==> src/hdl/ctpdw_pkg.sv <==
// ----------------------------------------------------------------------------
// ctpdw_pkg
// Types, field widths and constants shared by the pixel footprint weight block.
// ----------------------------------------------------------------------------
package ctpdw_pkg;

	// configuration register widths
	localparam int IMG_W   = 11;
	localparam int DET_W   = 12;
	localparam int ANGC_W  = 11;
	localparam int DW_W    = 24;
	localparam int INV_W   = 22;
	localparam int CFG_IDX_W  = 3;
	localparam int CFG_DATA_W = 24;

	// item field widths
	localparam int ANG_W   = 10;
	localparam int TRIG_W  = 18;
	localparam int PIX_W   = 10;
	localparam int ROW_W   = 21;
	localparam int COL_W   = 20;
	localparam int WGT_W   = 24;
	localparam int S_DATA_W = 72;
	localparam int M_DATA_W = 72;

	// datapath widths
	localparam int UV_W    = 28;  // centered pixel coordinate, Q16 signed
	localparam int PRJ_W   = 46;  // trig times coordinate
	localparam int SUM_W   = 47;
	localparam int P_W     = 31;  // projected position, Q16 signed
	localparam int PM_W    = 54;
	localparam int PC_W    = 39;
	localparam int BND_W   = 40;
	localparam int CELL_W  = 24;  // signed cell number
	localparam int HP_W    = 38;
	localparam int H_W     = 22;
	localparam int LEN_W   = 23;
	localparam int WP_W    = 47;

	localparam logic [15:0] HALF_DIAG_Q16 = 16'd46341;

	// cycles from input register to footprint bounds being valid
	localparam int CALC_LAT = 7;
	localparam int WAIT_W   = 3;

	typedef enum logic [CFG_IDX_W-1:0] {
		CFG_IMAGE_SIZE     = 3'd0,
		CFG_DETECTOR_COUNT = 3'd1,
		CFG_ANGLE_COUNT    = 3'd2,
		CFG_DETECTOR_WIDTH = 3'd3,
		CFG_INV_DET_WIDTH  = 3'd4
	} cfg_reg_t;

	typedef enum logic [1:0] {
		ST_IDLE,
		ST_CALC,
		ST_MULW,
		ST_EMIT
	} state_t;

	typedef struct packed {
		logic [IMG_W-1:0]  image_size;
		logic [DET_W-1:0]  detector_count;
		logic [ANGC_W-1:0] angle_count;
		logic [DW_W-1:0]   detector_width;
		logic [INV_W-1:0]  inv_detector_width;
	} cfg_t;

	typedef struct packed {
		logic load_in;
		logic cell_init;
		logic cell_next;
		logic load_out;
		logic last;
	} cmd_t;

	typedef struct packed {
		logic angle_bad;
		logic empty;
		logic at_last_cell;
	} status_t;

endpackage

==> src/hdl/ctpdw_cfg.sv <==
// ----------------------------------------------------------------------------
// ctpdw_cfg
// Configuration registers with width masking and saturation of the counts.
// ----------------------------------------------------------------------------
module ctpdw_cfg import ctpdw_pkg::*; #(
	parameter int MAX_IMAGE_SIZE = 1024,
	parameter int MAX_DETECTORS  = 2048,
	parameter int MAX_ANGLES     = 1024
) (
	input  logic                  clk,
	input  logic                  arst_n,
	input  logic                  cfg_we,
	input  logic [CFG_IDX_W-1:0]  cfg_index,
	input  logic [CFG_DATA_W-1:0] cfg_wdata,
	output cfg_t                  cfg
);

	cfg_t cfg_q;
	logic [31:0] img_ext, det_ext, ang_ext;

	assign img_ext = 32'(cfg_wdata[IMG_W-1:0]);
	assign det_ext = 32'(cfg_wdata[DET_W-1:0]);
	assign ang_ext = 32'(cfg_wdata[ANGC_W-1:0]);

	always_ff @(posedge clk or negedge arst_n) begin
		if (!arst_n) begin
			cfg_q.image_size         <= IMG_W'(256);
			cfg_q.detector_count     <= DET_W'(256);
			cfg_q.angle_count        <= ANGC_W'(180);
			cfg_q.detector_width     <= DW_W'(65536);
			cfg_q.inv_detector_width <= INV_W'(65536);
		end else if (cfg_we) begin
			case (cfg_reg_t'(cfg_index))
				CFG_IMAGE_SIZE: begin
					cfg_q.image_size <= (img_ext > 32'(MAX_IMAGE_SIZE)) ?
						IMG_W'(MAX_IMAGE_SIZE) : cfg_wdata[IMG_W-1:0];
				end
				CFG_DETECTOR_COUNT: begin
					cfg_q.detector_count <= (det_ext > 32'(MAX_DETECTORS)) ?
						DET_W'(MAX_DETECTORS) : cfg_wdata[DET_W-1:0];
				end
				CFG_ANGLE_COUNT: begin
					cfg_q.angle_count <= (ang_ext > 32'(MAX_ANGLES)) ?
						ANGC_W'(MAX_ANGLES) : cfg_wdata[ANGC_W-1:0];
				end
				CFG_DETECTOR_WIDTH: begin
					cfg_q.detector_width <= cfg_wdata[DW_W-1:0];
				end
				CFG_INV_DET_WIDTH: begin
					cfg_q.inv_detector_width <= cfg_wdata[INV_W-1:0];
				end
				default: begin
				end
			endcase
		end
	end

	assign cfg = cfg_q;

endmodule

==> config.mk <==
export PLATFORM = sky130hd
export DESIGN_NAME = ctpdw_cfg
export DESIGN_NICKNAME = d
export VERILOG_FILES = /design/src/hdl/ctpdw_pkg.sv /design/src/hdl/ctpdw_cfg.sv
export SDC_FILE = /design/constraint.sdc
export NUM_CORES = 1
export LEC_CHECK = 0
export BUFFER_PORTS_ARGS = -buffer_cell sky130_fd_sc_hd__buf_2
export CAP_MARGIN = 20
export CORE_MARGIN = 4
export CORE_UTILIZATION = 54
export DETAILED_ROUTE_END_ITERATION = 8
export PLACE_DENSITY = 0.82
export SYNTH_ARGS = -nofsm -noshare
export SYNTH_HDL_FRONTEND = slang
export SYNTH_SLANG_ARGS = --single-unit
==> constraint.sdc <==
create_clock -name clk -period 1.5 [get_ports clk]
set_clock_uncertainty 0.05 [all_clocks]
set_input_delay 0.15 -clock clk [delete_from_list [all_inputs] [get_ports clk]]
set_output_delay 0.15 -clock clk [all_outputs]
set_load 0.05 [all_outputs]
==> flow_summary.rst, run 1 <==
.. list-table::
   :header-rows: 1

   * - Metric
     - Value
   * - Commonest cells in the netlist
     - 72 x sky130_fd_sc_hd__dfrtp_1, 52 x sky130_fd_sc_hd__mux2_1, 21 x sky130_fd_sc_hd__nor2b_1, 20 x sky130_fd_sc_hd__mux2_4
   * - Final number of max-transition violations
     - 0
   * - Max transition margin
     - 71.3%
   * - Pin count of the biggest net entering global routing
     - 32
   * - Antenna violations before repair
     - 0
   * - Maximum clock insertion buffer count
     - 2
   * - Port Buffer Count
     - between 100 and 150
   * - Die boundary width
     - roughly 86 um
   * - RSZ-0062 raised after global routing
     - no
   * - Number of inserted diodes
     - 0
   * - Critical setup path kind
     - register to output port
   * - Highest-delay cell along the critical path
     - sky130_fd_sc_hd__dfstp_2
   * - Cell type with the largest total area after synthesis
     - sky130_fd_sc_hd__dfrtp_1
   * - Post-synth ARST share
     - 100%
   * - H-tree depth
     - 3
   * - Overflow left after global routing
     - 0
   * - Worst-path clk slew
     - ~80 ps
   * - Sequential area share after synthesis
     - 61.6%
   * - Worst-path maximum fanout
     - 2
   * - Count of flip-flops with a built-in enable after synthesis
     - 0
   * - Arrival time reported for the critical path endpoint
     - roughly 1100 ps
   * - Number of buffer and inverter instances along the worst setup path
     - 1
   * - Weighted congestion at the end of routability-driven global placement
     - roughly 0.7
   * - Total Die Area
     - 7360 sq um
   * - Tcrit/Tclk final
     - 89.6%
   * - Number of placement rows
     - 28
   * - CTS-repair resized insts
     - 0
   * - Number of cells produced by synthesis
     - 195
   * - Synthesis-to-finish area growth
     - 31.8%
   * - DRC violations left
     - 0
   * - Pre-Repair DR Iteration Count
     - 4
   * - Antenna violation net count after detailed routing
     - 0
   * - Number of nets in the synthesized netlist
     - 225
   * - Post-CTS Setup Bufs
     - 0
   * - Lkg Pwr
     - ~0.0022 uW
   * - Average via count per standard cell
     - 5.18
   * - Data required time at the worst endpoint
     - about 1300 ps
   * - First DRT Iteration DRCs
     - between 50 and 60
   * - Setup Viol. Count Final
     - 0
   * - Number of hold-repair buffers added at the cts stage
     - 13
   * - Maxcap violations
     - 0
   * - Starting utilization of the core area
     - 55.5%
   * - Launching element type of the critical path
     - register
   * - Total via count in the routed design
     - 2122
   * - Root Buffer
     - sky130_fd_sc_hd__clkbuf_8
   * - Most used flip-flop cell after synthesis
     - sky130_fd_sc_hd__dfrtp_1
   * - Largest incremental delay on the critical path
     - 540 ps
   * - Slew @ Worst Pin
     - about 430 ps
   * - Type of the tightest min-delay check
     - input pin to register
   * - Setup tns final
     - 0 ps
   * - Post-synthesis average cell area
     - approximately 17 sq um
   * - Synth top area cells
     - sky130_fd_sc_hd__dfrtp_1 55%, sky130_fd_sc_hd__mux2_1 18%, sky130_fd_sc_hd__mux2_4 9.2%
   * - Vias in the first global route
     - between 2000 and 2500
   * - Ratio of total power to cell area
     - 1650 nW/um^2
   * - Number of placed I/O pins
     - 110
   * - Area of the core region
     - 5890 sq um
   * - Overall power consumption
     - approximately 7100 uW
   * - Shortest period the worst path allows
     - about 1300 ps
   * - CP delay by family, top
     - flip-flops
   * - First-pass GRT wire length
     - about 12000 um
   * - Number of nets in the finished design
     - 360
   * - Library cells used by synthesis
     - 14
   * - Routed wirelength normalized by instance count
     - 17.6 um
   * - Outcome
     - complete, no violations
   * - Most numerous cell in the Yosys netlist
     - sky130_fd_sc_hd__dfrtp_1
   * - Portion of synthesized cell area occupied by the leading cell type
     - a little under three fifths
   * - DIE HEIGHT
     - 85.8 um
   * - Sort of element at the end of the critical path
     - output port
   * - Critical path cell sequence
     - buf_2
   * - Worst-Skew Late Latency
     - ~340 ps
   * - Highest Clock Rate
     - 744 MHz
   * - TritonCTS clock tree
     - done
   * - Routed Wire Length
     - about 7200 um
   * - Endpoints failing hold
     - 0
   * - Number of buffers inserted during clock tree synthesis
     - 9
   * - YS warnings
     - 0
   * - Sinks on Clock Net
     - 80
   * - Post-synthesis register bit count
     - 80
   * - Estimated wirelength of the detail-placed design
     - around 5100 um
   * - Summed instance area of the synthesized netlist
     - between 3000 and 4000 sq um
   * - Flip-flop count of the largest register, all copies and words added
     - 80
   * - Layout cells sized above 1
     - 51.9%
   * - Tot GR Track Use
     - a little over 20%
   * - Maximum vdd ir drop
     - between 0.001 and 0.0015 V
## cell type report
cell class / instances / area, sq um
tap: 75 / 93.8
clock inverter: 6 / 60.1
sequential: 80 / 2010
fill: 407 / 1580
clock buffer: 10 / 128
timing repair buffer: 133 / 823
multi-input combinational: 106 / 1190
## where the power goes
part	total, uW	switching [uW]	internal, uW
clock network	1520	759	760
registers	2850	231	2620
logic	2720	2000	719
total	7090	2990	4100
## cells by family (layout without fill, tap and decap cells)
logic type    count (synthesis)  after routing  share of synthesized area, %
simple gates                 26             26                          6.48
flops                        80             80                          61.6
mux                          80             80                          29.9
buf+inv                       9            149                          2.03
## cell usage in the layout, fill, tap and decap left out, types with 5 or more instances in the layout
| cell | count |
|---|---|
| sky130_fd_sc_hd__nor2b_1 | 21 |
| sky130_fd_sc_hd__mux2_1 | 52 |
| sky130_fd_sc_hd__buf_2 | 108 |
| sky130_fd_sc_hd__dlygate4sd3_1 | 13 |
| sky130_fd_sc_hd__buf_4 | 7 |
| sky130_fd_sc_hd__mux2_2 | 8 |
| sky130_fd_sc_hd__dfrtp_1 | 72 |
| sky130_fd_sc_hd__dfstp_2 | 8 |
| sky130_fd_sc_hd__mux2_4 | 20 |
| sky130_fd_sc_hd__buf_12 | 5 |
| sky130_fd_sc_hd__clkbuf_8 | 9 |
## metrics by stage
step                cell area, sq um  utilization (%)  hold WS [ps]  setup slack (ps)  instances
floorplan                       3270                -          -196               346        195
global route                    4300             73.1          33.8               120        410
global placement                3990             67.7          58.6               190        381
detailed placement              3990             67.7          67.1               155        381
CTS                             4300             73.1          20.3               137        410
finish                          4300             73.1          30.0               155        410
## worst paths after layout
path | from | to | slack, ps | cells past startpoint
max in group asynchronous | arst_n | cfg[16]$_DFFE_PN1P_ | 580 | 3
worst min-delay path | cfg_wdata[7] | cfg[29]$_DFFE_PN0P_ | 30 | 2
worst min register to register | cfg[64]$_DFFE_PN0P_ | cfg[64]$_DFFE_PN0P_ | 430 | 1
worst max-delay path | cfg[16]$_DFFE_PN1P_ | cfg[16] | 160 | 1
min in group asynchronous | arst_n | cfg[34]$_DFFE_PN0P_ | 240 | 2
worst max register to register | cfg[28]$_DFFE_PN0P_ | cfg[28]$_DFFE_PN0P_ | 640 | 1
## layer usage
layer	up-vias	part of all wire (%)	track usage, %	routed length (um)
met5	-	0	0	0
met2	88	48	34.2	3480
met4	0	2.0	8.92	148
met3	13	9.1	6.92	659
met1	1070	41	24.5	2940
li1	951	-	-	-
Note: power is estimated with default switching activity, not from simulation.
==> run 2, diff against run 1 <==
Settings changed: CAP_MARGIN 20 to 30, CTS_BUF_LIST set to sky130_fd_sc_hd__clkbuf_8 sky130_fd_sc_hd__clkbuf_16.
==> flow_summary.rst, run 2 (synthesis gave the netlist of run 1 again) <==
.. list-table::
   :header-rows: 1

   * - Metric
     - Value
   * - Launching element of the worst setup path
     - cfg[16]$_DFFE_PN1P_
   * - FF/Latch Area
     - 2010 sq um (unchanged)
   * - CTS-repair resized insts
     - 0 (unchanged)
   * - Number of placed I/O pins
     - 110 (unchanged)
   * - Synthesis-to-finish area growth
     - 31.8% (unchanged)
   * - Number of buffer and inverter instances along the worst setup path
     - 1 (unchanged)
   * - Setup tns final
     - 0 ps (unchanged)
   * - Maximum clock insertion buffer count
     - 2 (unchanged)
   * - Met1 track demand over resource
     - 24.4% (-0.064 points)
   * - Number of nets in the finished design
     - 360 (unchanged)
   * - Type of the tightest min-delay check
     - input pin to register
   * - First-pass GRT wire length
     - 11500 um (about the same)
   * - Pin count of the biggest net entering global routing
     - 32 (unchanged)
   * - Number of placement rows
     - 28 (unchanged)
   * - GRT busiest layer
     - met2
   * - Number of inserted diodes
     - 0 (unchanged)
   * - Max transition margin
     - 71.7% (+0.41 points)
   * - Number of buffers inserted during clock tree synthesis
     - 9 (unchanged)
   * - Highest-delay cell along the critical path
     - sky130_fd_sc_hd__dfstp_2
   * - Arrival time reported for the critical path endpoint
     - 1150 ps (about the same)
   * - Beginning of the worst register-to-register path
     - cfg[28]$_DFFE_PN0P_
   * - Critical setup path kind
     - register to output port
   * - Lkg Pwr
     - 0.00218 uW (+0.19%)
   * - Routed wirelength normalized by instance count
     - 17.6 um (about the same)
   * - Die boundary width
     - 85.8 um (unchanged)
   * - Pre-Repair DR Iteration Count
     - 4 (unchanged)
   * - H-tree depth
     - 3 (unchanged)
   * - DRC violations left
     - 0 (unchanged)
   * - Flip-flop count of the largest register, all copies and words added
     - 80 (unchanged)
   * - Shortest period the worst path allows
     - 1350 ps (+1.65 ps)
   * - Total Die Area
     - 7360 sq um (unchanged)
   * - Launching element type of the critical path
     - register
   * - Maximum vdd ir drop
     - 0.00114 V (about the same)
   * - Highest Clock Rate
     - 743 MHz (-0.12%)
   * - Fill cells
     - 407 (unchanged)
   * - RSZ-0062 raised after global routing
     - no
   * - Sinks on Clock Net
     - 80 (unchanged)
   * - Data required time at the worst endpoint
     - 1300 ps (about the same)
   * - Post-Route Utilization
     - 73.1% (unchanged)
   * - Slew @ Worst Pin
     - 424 ps (-6.12 ps)
   * - Vias in the first global route
     - 2318 (+0.086%)
   * - Sort of element at the end of the critical path
     - output port
   * - Maxcap violations
     - 0 (unchanged)
   * - Port Buffer Count
     - 109 (unchanged)
   * - Beginning of the worst hold path
     - cfg_wdata[7]
   * - Area of the core region
     - 5890 sq um (unchanged)
   * - DIE HEIGHT
     - 85.8 um (unchanged)
   * - Final number of max-transition violations
     - 0 (unchanged)
   * - Ratio of total power to cell area
     - 1650 nW/um^2 (about the same)
   * - CP delay by family, top
     - flip-flops
   * - Largest incremental delay on the critical path
     - 540 ps (about the same)
   * - Starting utilization of the core area
     - 55.5% (unchanged)
   * - Antenna violations before repair
     - 0 (unchanged)
   * - Worst-path clk slew
     - 80 ps (about the same)
   * - Setup Viol. Count Final
     - 0 (unchanged)
   * - Worst-path maximum fanout
     - 2 (unchanged)
   * - Critical path cell sequence
     - buf_2
   * - Number of hold-repair buffers added at the cts stage
     - 13 (unchanged)
   * - Layout cells sized above 1
     - 51.9% (unchanged)
   * - Tcrit/Tclk final
     - 89.7% (+0.11 points)
   * - Average via count per standard cell
     - 5.16 (-0.24%)
   * - Post-CTS Setup Bufs
     - 0 (unchanged)
   * - Overflow left after global routing
     - 0 (unchanged)
   * - Met3 routing resource usage after global routing
     - 6.92% (unchanged)
   * - Worst-Skew Late Latency
     - 340 ps (about the same)
   * - Area of combinational cells with multiple inputs
     - 1190 sq um (unchanged)
   * - Worst hold slack
     - 28.3 ps (-1.73 ps)
   * - Weighted congestion at the end of routability-driven global placement
     - 0.709 (unchanged)
   * - Estimated wirelength of the detail-placed design
     - 5090 um (unchanged)
   * - Total via count in the routed design
     - 2117 (-0.24%)
   * - Tot GR Track Use
     - 20.6% (unchanged)
   * - Root Buffer
     - sky130_fd_sc_hd__clkbuf_8
   * - First DRT Iteration DRCs
     - 57 (+7.5%)
   * - Antenna violation net count after detailed routing
     - 0 (unchanged)
   * - Endpoints failing hold
     - 0 (unchanged)
   * - TritonCTS clock tree
     - done
   * - Outcome
     - complete, no violations
   * - Routed Wire Length
     - 7220 um (about the same)
   * - Met2 usage
     - 34.3% (+0.071 points)
   * - Commonest cells after routing, fill and taps aside
     - 108 x sky130_fd_sc_hd__buf_2, 72 x sky130_fd_sc_hd__dfrtp_1, 52 x sky130_fd_sc_hd__mux2_1, 21 x sky130_fd_sc_hd__nor2b_1, 20 x sky130_fd_sc_hd__mux2_4
   * - Most common library cell in the layout ignoring fill and taps
     - sky130_fd_sc_hd__buf_2
## run 2: cell count changes in the layout (fill, tap and decap cells not counted)
cell                       before  now
sky130_fd_sc_hd__clkbuf_1       1    0
sky130_fd_sc_hd__inv_1          0    1
## run 2: path summary, 6_finish.rpt
| kind | end | cells past startpoint | slack (ps) |
|---|---|---|---|
| min | cfg[29]$_DFFE_PN0P_ | 2 | 30 |
| min in group asynchronous | cfg[34]$_DFFE_PN0P_ | 2 | 230 |
| max in group asynchronous | cfg[16]$_DFFE_PN1P_ | 3 | 590 |
| min reg2reg | cfg[64]$_DFFE_PN0P_ | 1 | 430 |
| max | cfg[16] | 1 | 150 |
| max reg2reg | cfg[28]$_DFFE_PN0P_ | 1 | 640 |
## run 2: per-layer routing
metal  part of all wire [%]  wire [um]  up-vias
met1                     41       2930     1063
li1                       -          -      953
met3                    9.2        662       13
met4                    2.1        154        0
met5                      0          0        -
met2                     48       3480       88
## run 2: final cells by class
| cell class | instances | share of cell area [%] |
|---|---|---|
| repair buffers | 133 | 19.1 |
| flip-flops and latches | 80 | 46.7 |
| clock buffers | 9 | 2.88 |
| clock inverters | 7 | 1.48 |
| multi-input cells | 106 | 27.6 |
| well taps | 75 | 2.18 |
## run 2: where the power goes
part           switching, uW  internal, uW  total (uW)
combinational           2000           719        2720
clock                    760           753        1510
sequential               231          2620        2850
## run 2: stage by stage
stage	area [sq um]	instances	setup slack, ps	power, uW
floorplan	3270	195	346	4880
global placement	3990	381	190	5530
detailed placement	3990	381	155	5600
CTS	4300	410	137	7150
global route	4300	410	120	7370
finish	4300	410	154	7090
