### src/hdl/ctpdw_pkg.sv
// ----------------------------------------------------------------------------
// ctpdw_pkg
// Types, field widths and constants shared by the pixel footprint weight block.
// ----------------------------------------------------------------------------
package ctpdw_pkg;

	// configuration register widths
	localparam int IMG_W   = 11;
	localparam int DET_W   = 12;
	localparam int ANGC_W  = 11;
	localparam int DW_W    = 24;
	localparam int INV_W   = 22;
	localparam int CFG_IDX_W  = 3;
	localparam int CFG_DATA_W = 24;

	// item field widths
	localparam int ANG_W   = 10;
	localparam int TRIG_W  = 18;
	localparam int PIX_W   = 10;
	localparam int ROW_W   = 21;
	localparam int COL_W   = 20;
	localparam int WGT_W   = 24;
	localparam int S_DATA_W = 72;
	localparam int M_DATA_W = 72;

	// datapath widths
	localparam int UV_W    = 28;  // centered pixel coordinate, Q16 signed
	localparam int PRJ_W   = 46;  // trig times coordinate
	localparam int SUM_W   = 47;
	localparam int P_W     = 31;  // projected position, Q16 signed
	localparam int PM_W    = 54;
	localparam int PC_W    = 39;
	localparam int BND_W   = 40;
	localparam int CELL_W  = 24;  // signed cell number
	localparam int HP_W    = 38;
	localparam int H_W     = 22;
	localparam int LEN_W   = 23;
	localparam int WP_W    = 47;

	localparam logic [15:0] HALF_DIAG_Q16 = 16'd46341;

	// cycles from input register to footprint bounds being valid
	localparam int CALC_LAT = 7;
	localparam int WAIT_W   = 3;

	typedef enum logic [CFG_IDX_W-1:0] {
		CFG_IMAGE_SIZE     = 3'd0,
		CFG_DETECTOR_COUNT = 3'd1,
		CFG_ANGLE_COUNT    = 3'd2,
		CFG_DETECTOR_WIDTH = 3'd3,
		CFG_INV_DET_WIDTH  = 3'd4
	} cfg_reg_t;

	typedef enum logic [1:0] {
		ST_IDLE,
		ST_CALC,
		ST_MULW,
		ST_EMIT
	} state_t;

	typedef struct packed {
		logic [IMG_W-1:0]  image_size;
		logic [DET_W-1:0]  detector_count;
		logic [ANGC_W-1:0] angle_count;
		logic [DW_W-1:0]   detector_width;
		logic [INV_W-1:0]  inv_detector_width;
	} cfg_t;

	typedef struct packed {
		logic load_in;
		logic cell_init;
		logic cell_next;
		logic load_out;
		logic last;
	} cmd_t;

	typedef struct packed {
		logic angle_bad;
		logic empty;
		logic at_last_cell;
	} status_t;

endpackage

### src/hdl/ctpdw_ctrl.sv
// ----------------------------------------------------------------------------
// ctpdw_ctrl
// Controller: input handshake, pipeline wait, per-cell sequencing and
// output valid.
// ----------------------------------------------------------------------------
module ctpdw_ctrl import ctpdw_pkg::*; #(
	parameter int MAX_ENTRIES = 64
) (
	input  logic    clk,
	input  logic    arst_n,
	input  logic    in_valid,
	output logic    in_ready,
	output logic    out_valid,
	input  logic    out_ready,
	input  status_t status,
	output cmd_t    cmd
);

	localparam int N_W = $clog2(MAX_ENTRIES);

	state_t            state_q, state_d;
	logic [WAIT_W-1:0] wait_q, wait_d;
	logic [N_W-1:0]    n_q, n_d;
	logic              valid_q;
	logic              last;

	assign last = status.at_last_cell || (n_q == N_W'(MAX_ENTRIES - 1));

	always_ff @(posedge clk or negedge arst_n) begin
		if (!arst_n) begin
			state_q <= ST_IDLE;
			wait_q  <= '0;
			n_q     <= '0;
			valid_q <= 1'b0;
		end else begin
			state_q <= state_d;
			wait_q  <= wait_d;
			n_q     <= n_d;
			if (cmd.load_out) begin
				valid_q <= 1'b1;
			end else if (out_ready) begin
				valid_q <= 1'b0;
			end
		end
	end

	always_comb begin
		state_d  = state_q;
		wait_d   = wait_q;
		n_d      = n_q;
		cmd      = '0;
		in_ready = 1'b0;
		unique case (state_q)
			ST_IDLE: begin
				in_ready = 1'b1;
				if (in_valid) begin
					cmd.load_in = 1'b1;
					wait_d      = '0;
					if (!status.angle_bad) begin
						state_d = ST_CALC;
					end
				end
			end
			ST_CALC: begin
				if (wait_q == WAIT_W'(CALC_LAT)) begin
					if (status.empty) begin
						state_d = ST_IDLE;
					end else begin
						cmd.cell_init = 1'b1;
						n_d           = '0;
						state_d       = ST_MULW;
					end
				end else begin
					wait_d = wait_q + WAIT_W'(1);
				end
			end
			ST_MULW: begin
				state_d = ST_EMIT;
			end
			ST_EMIT: begin
				if (!valid_q || out_ready) begin
					cmd.load_out = 1'b1;
					cmd.last     = last;
					if (last) begin
						state_d = ST_IDLE;
					end else begin
						cmd.cell_next = 1'b1;
						n_d           = n_q + N_W'(1);
						state_d       = ST_MULW;
					end
				end
			end
			default: begin
				state_d = ST_IDLE;
			end
		endcase
	end

	assign out_valid = valid_q;

endmodule

### config.mk
export PLATFORM = sky130hd
export DESIGN_NAME = ctpdw_ctrl
export DESIGN_NICKNAME = d
export VERILOG_FILES = /design/src/hdl/ctpdw_pkg.sv /design/src/hdl/ctpdw_ctrl.sv
export SDC_FILE = /design/constraint.sdc
export NUM_CORES = 1
export LEC_CHECK = 0
export BUFFER_PORTS_ARGS = -buffer_cell sky130_fd_sc_hd__buf_2
export CORE_ASPECT_RATIO = 1.5
export CORE_UTILIZATION = 30
export DETAILED_ROUTE_END_ITERATION = 8
export MAX_ROUTING_LAYER = met4
export PLACE_DENSITY = 0.54
export SLEW_MARGIN = 20
export SYNTH_ARGS = -nofsm -noshare
export SYNTH_HDL_FRONTEND = slang
export SYNTH_SLANG_ARGS = --single-unit
### constraint.sdc
create_clock -name clk -period 2.3 [get_ports clk]
set_clock_uncertainty 0.2 [all_clocks]
set_input_delay 0.23 -clock clk [delete_from_list [all_inputs] [get_ports clk]]
set_output_delay 0.23 -clock clk [all_outputs]
set_load 0.03 [all_outputs]
==> results of run 1 <==
worst max-delay path, cell delays in order, from the launching register on:
cell and delay, ps:
dfrtp_1 430, ha_1 290, a31o_4 260, nor2_1 160
buf_2 230
cells in the mapped netlist (2+ instances only):
cell and n:
nor2_1 5, a22o_1 6, a31oi_1 2, and2_1 2
dfrtp_1 12, nand2_1 6, mux2_2 2, nand3_1 3
inv_1 4, a21oi_1 5, o22ai_1 2, ha_1 3
and2_4 2
power by group:
| group | switching [mW] | leakage, nW | internal [mW] |
|---|---|---|---|
| sequential | 0.107 | 0.156 | 0.291 |
| combinational | 0.234 | 0.243 | 0.197 |
| clock | 0.0721 | 0.0210 | 0.0961 |
| total | 0.413 | 0.420 | 0.584 |
logic make-up after synthesis:
logic type               after synthesis
AND/OR/NAND/NOR                       27
AO/OA/AOI/OAI                         21
flip-flops                            12
buffers and inverters                  6
multiplexers                           3
adder cells (fa/ha/maj)                3
timing repair:
| item | CTS | global route |
|---|---|---|
| hold buffers | 1 | 0 |
| endpoints found under the hold margin | 12 | 0 |
| endpoints found under the setup margin | 0 | 0 |
sequential cells by signal (all words and copies together), names as in the netlist:
| register | cells |
|---|---|
| wait_q | 3 |
| n_q | 6 |
| state_q | 2 |
| out_valid | 1 |
path summary, 6_finish.rpt:
| path | from | to | slack (ps) | cells past startpoint |
|---|---|---|---|---|
| max | n_q[0]$_DFFE_PN0P_ | cmd[2] | 240 | 4 |
| min | status[2] | state_q[0]$_DFFE_PN0P_ | 80 | 4 |
| max reg2reg | wait_q[0]$_DFFE_PN0P_ | n_q[4]$_DFFE_PN0P_ | 340 | 6 |
| min reg2reg | wait_q[1]$_DFFE_PN0P_ | wait_q[1]$_DFFE_PN0P_ | 350 | 1 |
| max in group asynchronous | arst_n | wait_q[0]$_DFFE_PN0P_ | 1500 | 2 |
| min in group asynchronous | arst_n | wait_q[1]$_DFFE_PN0P_ | 170 | 2 |
layout by cell type (no fill, tap or decap):
master	netlist	layout
or2_0	1	1
nand3_1	3	3
o22ai_1	2	2
nand2_1	6	6
clkbuf_4	0	3
nand4_1	1	1
mux2_2	2	2
dfrtp_1	12	12
a31o_4	1	1
a221o_1	1	1
a22o_1	6	6
o211ai_1	1	1
inv_1	4	4
and2_4	2	2
a31oi_1	2	2
nand2b_1	1	1
nor4_1	1	1
a211o_2	1	1
nor2_1	5	5
o21bai_1	1	1
o21ai_0	1	1
nor4b_1	1	1
and2_1	2	2
clkbuf_8	0	1
nand2_2	1	1
mux2i_1	1	1
and4bb_2	1	1
a21oi_1	5	5
or4_1	1	1
dlygate4sd3_1	0	1
buf_2	0	13
and3_1	1	1
ha_1	3	3
per-layer routing:
layer / track usage / vias to the layer above / wire (um)
met5: - / - / 0
met4: 0.0783 / 0 / 13
met3: 0.0235 / 2 / 73
met2: 0.261 / 14 / 812
met1: 0.164 / 302 / 697
li1: - / 297 / -
cell type report:
| type | count | area (um^2) |
|---|---|---|
| fillers | 226 | 1400 |
| well taps | 23 | 28.8 |
| repair buffers | 14 | 75.1 |
| inverters | 4 | 15.0 |
| flip-flops and latches | 12 | 300 |
| clock buffers | 4 | 36.3 |
| multi-input cells | 54 | 383 |
through the flow:
| step | setup slack, ps | instances | hold WS (ps) |
|---|---|---|---|
| 6_report | 237 | 111 | 76.9 |
| 3_5_place_dp | 379 | 106 | -57.5 |
| 5_1_grt | 128 | 111 | 140 |
| 3_3_place_gp | 471 | 106 | -69.5 |
| 4_1_cts | 198 | 111 | 64.9 |
| 2_1_floorplan | 430 | 72 | -266 |
==> impl_metrics.toml, run 1 <==
[route]
vias_per_cell = 5.54
drc_errors = 0
avgRoutedWirePerCell_um = 14.4
wl_mm = 1.60
detail_route.first_pass.iterations = 4
ant_nets = 0
drt_iter0_drc = 7
num_vias = 615

[timing]
final.period_utilization = 0.897
report.final.setup_viol = 0
fmaxAchievable_mhz = 485
final-hold-violation-count = 0
slew_violations = 0
max_slew.worst_pin.slew_ps = 364
fin_crit_ps = 2060
max-slew-margin-rel = 0.757
fin_setup_tns_ps = 0
unrepaired_setup_endpoints_after_global_routing = "no"

[logic_synthesis]
netlist-cell-type-count = 31
ys_top_cells_by_area = "dfrtp_1, a22o_1, ha_1"
synthAdderAreaFrac = 0.0529
synthArstFlopShare = 1.00
postSynthRegisterBits = 12
xor_xnor_share_of_the_synthesized_area = 0
proportion_of_netlist_area_held_by_the_largest_area_contributor = 0.423
fraction_of_the_mapped_netlist_area_in_simple_logic_gates = 0.215
synth_cells = 72
synth-edff-count = 0
leading_area_contributor_after_synthesis = "dfrtp_1"
synth-main-ff-cell = "dfrtp_1"
synth_top_family_by_area = "compound AO/OA/AOI/OAI gates"
yosys_warnings = 0
synth-compound-area-share = 0.226
synth.mux.area_fraction = 0.0459
synth_sequential_area_ratio = 0.423
post_synth.cell_area_avg_um2 = 9.85
syn_area_um2 = 709
synth_fp_nets = 82

[floorplan]
design.die.area_mm2 = 0.00257
floorplan.die.width_um = 41.7
floorplan.initialDensity = 0.318
design.portCount = 14
dieHeight_um = 61.6
std_cell_rows = 21
coreArea_mm2 = 0.00223

[cts]
cts_tree = "done"
numClockSinks = 12
cts-root-to-sink-buffers = 2
htreeDepth = 1
worst_skew_pair.late_latency_ps = 270
clockRootBuffer = "clkbuf_4"
worst_setup_hold_path_clk_slew_ps = 80
number_of_cts_inserted_buffers = 3
post_cts_gate_resize_count = 0
cts_setup_buffers = 0

[power]
report.power.total_uw = 997
power_per_cell_area_mw_per_mm2 = 1190
vdd_drop_max_mv = 0.430
p_leak_nw = 0.420

[worst_setup_path]
required_ps = 1870
arrival_ps = 1630
worstSetupEndpointType = "output port"
critical_path_peak_fanout = 5
cp-start-kind = "flip-flop"
path_class = "reg2out"

[cells_and_area]
final_nets = 99
layout-drive-gt1-share = 0.284
final_core_util = 0.375
diodes = 0
area_growth_pct = 18.2
postLayoutCellArea_um2 = 838

[placed_design]
gp_congestion = 0.812
postPlaceCellArea_um2 = 792
placement.io_buffers = 13
dp_hpwl_mm = 1.19

[global_route]
overflow = 0
grtUsageTotal = 0.149
grt_pass1_wl_mm = 2.84
antenna_found_initial = 0
grt_start_max_net_pins = 13
grt_pass1_vias = 642

[outcome]
status = "complete, no violations"

[run]
cap_viol_max_count = 0

[hold_path]
hold_path_class = "in2reg"
(Power assumes the default switching activity.)
==> run 2: changes to the inputs <==
--- a/config.mk
+++ b/config.mk
@@ -5,12 +5,14 @@
 export SDC_FILE = /design/constraint.sdc
 export NUM_CORES = 1
 export LEC_CHECK = 0
+export ABC_AREA = 1
 export BUFFER_PORTS_ARGS = -buffer_cell sky130_fd_sc_hd__buf_2
 export CORE_ASPECT_RATIO = 1.5
 export CORE_UTILIZATION = 30
+export CTS_CLUSTER_SIZE = 16
 export DETAILED_ROUTE_END_ITERATION = 8
 export MAX_ROUTING_LAYER = met4
-export PLACE_DENSITY = 0.54
+export PLACE_DENSITY = 0.53
 export SLEW_MARGIN = 20
 export SYNTH_ARGS = -nofsm -noshare
 export SYNTH_HDL_FRONTEND = slang
==> impl_metrics.toml, run 2 <==
[outcome]
status = "complete, no violations"

[floorplan]
design.die.area_mm2 = 0.00283
design.portCount = 14
std_cell_rows = 22
floorplan.initialDensity = 0.317
floorplan.die.width_um = 43.8
coreArea_mm2 = 0.00248
dieHeight_um = 64.7

[cells_and_area]
nFillCells = 270
top_regs = "n_q x6, wait_q x3, state_q x2"
diodes = 0
registers.top_by_ff_count = "n_q"
mostFrequentLayoutCell = "nand2_1"
layout-drive-gt1-share = 0.248
final_nets = 128
postLayoutCellArea_um2 = 916
number_of_flip_flops_under_the_largest_register_name = 6
most-common-layout-cells = "nand2_1, inv_1, buf_2"
area_growth_pct = 16.6

[route]
num_vias = 669
ant_nets = 0
wirelength_met1_um = 621
avgRoutedWirePerCell_um = 10.9
vias_per_cell = 4.74
route.met2.wl_um = 836
drc_errors = 0
wl_mm = 1.53
detail_route.first_pass.iterations = 2
drt_iter0_drc = 13
met3WireLength_um = 46
topRoutingLayerUsed = "met4"

[worst_setup_path]
critical_path_peak_fanout = 5
path_class = "reg2out"
cp-start-kind = "flip-flop"
required_ps = 1870
arrival_ps = 1600
worstSetupEndpointType = "output port"

[logic_synthesis]
post-synth-top-count-cell = "nand2_1"
syn_area_um2 = 786
synth_cells = 100
synth_fp_nets = 110
synth-edff-count = 0
postSynthRegisterBits = 12
synth-main-ff-cell = "dfrtp_1"
proportion_of_netlist_area_held_by_the_largest_area_contributor = 0.382
synth_commonest_cells = "nand2_1, inv_1, dfrtp_1"
yosys_warnings = 0
ys_top_cells_by_area = "dfrtp_1, nand2_1, inv_1"
leading_area_contributor_after_synthesis = "dfrtp_1"
synthArstFlopShare = 1.00
synth_sequential_area_ratio = 0.382
post_synth.cell_area_avg_um2 = 7.86
netlist-cell-type-count = 22

[placed_design]
gp_congestion = 0.784
postPlaceCellArea_um2 = 870
placement.io_buffers = 13
dp_hpwl_mm = 1.21

[power]
internal_power_uw = 542
power_frac_comb = 0.520
p_sw_frac = 0.490
vdd_drop_max_mv = 0.720
p_leak_nw = 0.506
switching_power_uw = 520
power_frac_seq = 0.320
p_clk_frac = 0.160
power_per_cell_area_mw_per_mm2 = 1160

[cts]
cts_tree = "done"
post_cts_gate_resize_count = 0
clockRootBuffer = "clkbuf_4"
htreeDepth = 1
number_of_cts_inserted_buffers = 3
cts-root-to-sink-buffers = 2
worst_skew_pair.late_latency_ps = 270
numClockSinks = 12
worst_setup_hold_path_clk_slew_ps = 80

[timing]
fin_crit_ps = 2030
unrepaired_setup_endpoints_after_global_routing = "no"
final.period_utilization = 0.883
hold_ws_ps = 18.1
slew_violations = 0
report.final.setup_viol = 0
max-slew-margin-rel = 0.800
max_slew.worst_pin.slew_ps = 299
fin_setup_tns_ps = 0
fmaxAchievable_mhz = 492
final-hold-violation-count = 0

[global_route]
grtUsageTotal = 0.135
grt_pass1_vias = 676
grt_pass1_wl_mm = 2.74
antenna_found_initial = 0
overflow = 0
grt_start_max_net_pins = 13

[run]
cap_viol_max_count = 0

[hold_path]
hold_path_class = "in2reg"
-- run 2: worst paths after layout --
check	from	to	slack (ps)	depth (start not counted)
max reg2reg	wait_q[0]$_DFFE_PN0P_	state_q[1]$_DFFE_PN0P_	600	10
min	out_ready	out_valid$_DFFE_PN0P_	20	4
max in group asynchronous	arst_n	n_q[3]$_DFFE_PN0P_	1500	2
max	n_q[0]$_DFFE_PN0P_	cmd[0]	270	6
min reg2reg	wait_q[0]$_DFFE_PN0P_	wait_q[0]$_DFFE_PN0P_	310	1
min in group asynchronous	arst_n	n_q[4]$_DFFE_PN0P_	160	2
-- run 2: stage by stage --
stage	power [mW]	worst slack, ps	util	cells
floorplan	0.788	340	-	100
global placement	0.899	551	0.351	136
detailed placement	0.904	545	0.351	136
CTS	1.08	228	0.370	141
global route	1.17	113	0.370	141
finish	1.06	268	0.370	141
-- run 2: power groups by stage --
stage | Combinational [mW] | Clock (mW) | Sequential [mW]
detailed placement | 0.559 | 0 | 0.345
finish | 0.552 | 0.170 | 0.340
floorplan | 0.455 | 0 | 0.333
CTS | 0.564 | 0.178 | 0.340
global placement | 0.557 | 0 | 0.342
global route | 0.640 | 0.184 | 0.348
-- run 2: cells by family after synthesis --
kind of cell | share of synthesized area
and+or+nand+nor | 0.349
adders and majority gates | 0.0478
muxes | 0.0127
DFF | 0.382
xor gates and xnor gates | 0.0334
AOI/OAI and AO/OA | 0.0812
buffers and inverters | 0.0939
-- run 2: metal layers --
layer | GRT usage | vias to the layer above
met5 | - | -
met4 | 0.0820 | 0
met3 | 0.0167 | 4
met2 | 0.243 | 11
met1 | 0.131 | 305
li1 | - | 349
-- run 2: what timing repair did --
| item | 4_1_cts | 5_1_grt |
|---|---|---|
| endpoints found under the hold margin | 12 | 0 |
| buffers inserted | 0 | 0 |
| hold buffers | 1 | 0 |
-- run 2: area by class of cell --
type / instances / area, um^2 / share of cell area
multi-input cells: 71 / 412 / 0.449
flip-flops and latches: 12 / 300 / 0.328
repair buffers: 14 / 75.1 / 0.0820
inverters: 16 / 62.6 / 0.0683
clock buffers: 4 / 36.3 / 0.0396
well taps: 24 / 30.0 / 0.0328
-- run 2: worst max-delay path: stages (launching register included) --
cell and delay (ps):
dfrtp_1 420, ha_1 220, nand3_2 120, o21bai_4 210, nand3_1 120, inv_1 60
buf_2 180
==> run 3: changes to the inputs <==
==> constraint.sdc (replaced) <==
create_clock -name clk -period 1.87 [get_ports clk]
set_clock_uncertainty 0.2 [all_clocks]
set_input_delay 0.187 -clock clk [delete_from_list [all_inputs] [get_ports clk]]
set_output_delay 0.187 -clock clk [all_outputs]
set_load 0.03 [all_outputs]
==> impl_metrics.toml, run 3 (synthesis gave the netlist of run 2 again) <==
[cells_and_area]
diodes = 0
number_of_flip_flops_under_the_largest_register_name = 6
nFillCells = 280
seq_area_um2 = 302
layout-drive-gt1-share = 0.306
most-common-layout-cells = "nand2_1, inv_1, buf_2, dfrtp_1, nor2_1"
registers.top_by_ff_count = "n_q"
final_nets = 132
multiInputGateArea_um2 = 429
mostFrequentLayoutCell = "nand2_1"
area_growth_pct = 23.4
top_regs = "n_q x6, wait_q x3, state_q x2"

[timing]
final.period_utilization = 0.963
final-hold-violation-count = 0
fin_setup_tns_ps = 0
fmaxAchievable_mhz = 555
report.final.setup_viol = 0
finalWorstSetupSlack_ps = 69.6
fin_crit_ps = 1800
max-slew-margin-rel = 0.811
unrepaired_setup_endpoints_after_global_routing = "no"
max_slew.worst_pin.slew_ps = 283
slew_violations = 0

[run]
cap_viol_max_count = 0

[floorplan]
coreArea_mm2 = 0.00248
std_cell_rows = 22
floorplan.initialDensity = 0.317
design.die.area_mm2 = 0.00283
dieHeight_um = 64.7
design.portCount = 14
floorplan.die.width_um = 43.8

[hold_path]
timing.hold.worst.start = "out_ready"
whs_path_depth = 4
hold-path-endpoint = "out_valid$_DFFE_PN0P_"
hold_path_class = "in2reg"

[power]
vdd_drop_max_mv = 0.634
report.power.total_mw = 1.35
p_leak_nw = 0.523
power_per_cell_area_mw_per_mm2 = 1390

[route]
drc_errors = 0
avgRoutedWirePerCell_um = 10.7
detail_route.first_pass.iterations = 2
ant_nets = 0
vias_per_cell = 4.64
num_vias = 673
wl_mm = 1.55
drt_iter0_drc = 3

[placed_design]
gp_congestion = 0.769
placement.io_buffers = 13
preCtsSetupSlack_ps = 157
dp_hpwl_mm = 1.17

[worst_setup_path]
r2r-start = "wait_q[0]$_DFFE_PN0P_"
timing.critical_path.buf_inv = 2
critical_path.top_delay_family = "flip-flops"
r2r.worst_path.cells = 10
arrival_ps = 1410
crit_chain = "ha_2 > nand3_4 > o21bai_4 > nand3_2 > inv_1 > buf_4"
path_class = "reg2out"
max_stage_delay_ps = 370
critical_path_peak_fanout = 3
critical-path-slowest-cell = "dfrtp_1"
worstSetupEndpointType = "output port"
cp-start-kind = "flip-flop"
r2r_slack_ps = 170
rr_endpoint = "state_q[1]$_DFFE_PN0P_"
required_ps = 1480

[cts]
htreeDepth = 1
cts-root-to-sink-buffers = 2
cts_tree = "done"
clockRootBuffer = "clkbuf_4"
worst_skew_pair.late_latency_ps = 270
number_of_cts_inserted_buffers = 3
worst_setup_hold_path_clk_slew_ps = 80
numClockSinks = 12

[outcome]
status = "complete, no violations"

[global_route]
grt_pass1_vias = 637
overflow = 0
grt_start_max_net_pins = 13
antenna_found_initial = 0
grtUsageTotal = 0.128
grt_pass1_wl_mm = 2.70
[run 3: metal layers]
| metal | wire length, um | vias to the layer above | part of all wire | global-route usage |
|---|---|---|---|---|
| li1 | - | 356 | - | - |
| met1 | 688 | 302 | 0.44 | 0.152 |
| met2 | 789 | 11 | 0.51 | 0.211 |
| met3 | 46 | 4 | 0.030 | 0.0167 |
| met4 | 26 | 0 | 0.017 | 0.0586 |
| met5 | 0 | - | 0 | - |
[run 3: tightest hold or removal path, delay by kind of cell]
kind / cells / cell delay, ps
buffers and inverters: 2 / 120
and+or+nand+nor: 2 / 140
[run 3: what timing repair did]
action                                  4_1_cts  5_1_grt
buffers inserted                              3        1
endpoints found under the setup margin        2        2
gates resized for setup                       3        3
hold endpoints to repair                     12        0
hold buffers                                  1        0
pin swaps                                     1        1
[run 3: worst max path at each step]
stage                                  start      to  slack [ps]  depth (start not counted)
final                     n_q[0]$_DFFE_PN0P_  cmd[0]          70                          6
after global routing      n_q[0]$_DFFE_PN0P_  cmd[0]          10                          6
after CTS                 n_q[0]$_DFFE_PN0P_  cmd[0]          20                          6
after detailed placement  n_q[0]$_DFFE_PN0P_  cmd[0]         160                          6
after global placement    n_q[0]$_DFFE_PN0P_  cmd[0]         160                          6
after floorplan           n_q[0]$_DFFE_PN0P_  cmd[2]           6                          4
[run 3: report_power, final]
part | switching, mW | total, mW | internal [mW]
Sequential | 0.0857 | 0.419 | 0.333
Combinational | 0.481 | 0.725 | 0.244
Clock | 0.0884 | 0.207 | 0.118
Total | 0.655 | 1.35 | 0.695
[run 3: cell type report]
| cell class | count | share of cell area |
|---|---|---|
| sequential | 12 | 0.311 |
| timing repair buffer | 18 | 0.114 |
| multi-input combinational | 71 | 0.443 |
| inverter | 16 | 0.0645 |
| tap | 24 | 0.0310 |
| clock buffer | 4 | 0.0374 |
[run 3: per-stage QoR]
stage,std cells,hold WS (ps),utilization,cell area (um^2)
2_1_floorplan,100,-309,-,788
3_3_place_gp,136,-114,0.352,872
3_5_place_dp,136,-110,0.352,872
4_1_cts,144,0.357,0.384,951
5_1_grt,145,49.7,0.391,970
6_report,145,12.1,0.391,970
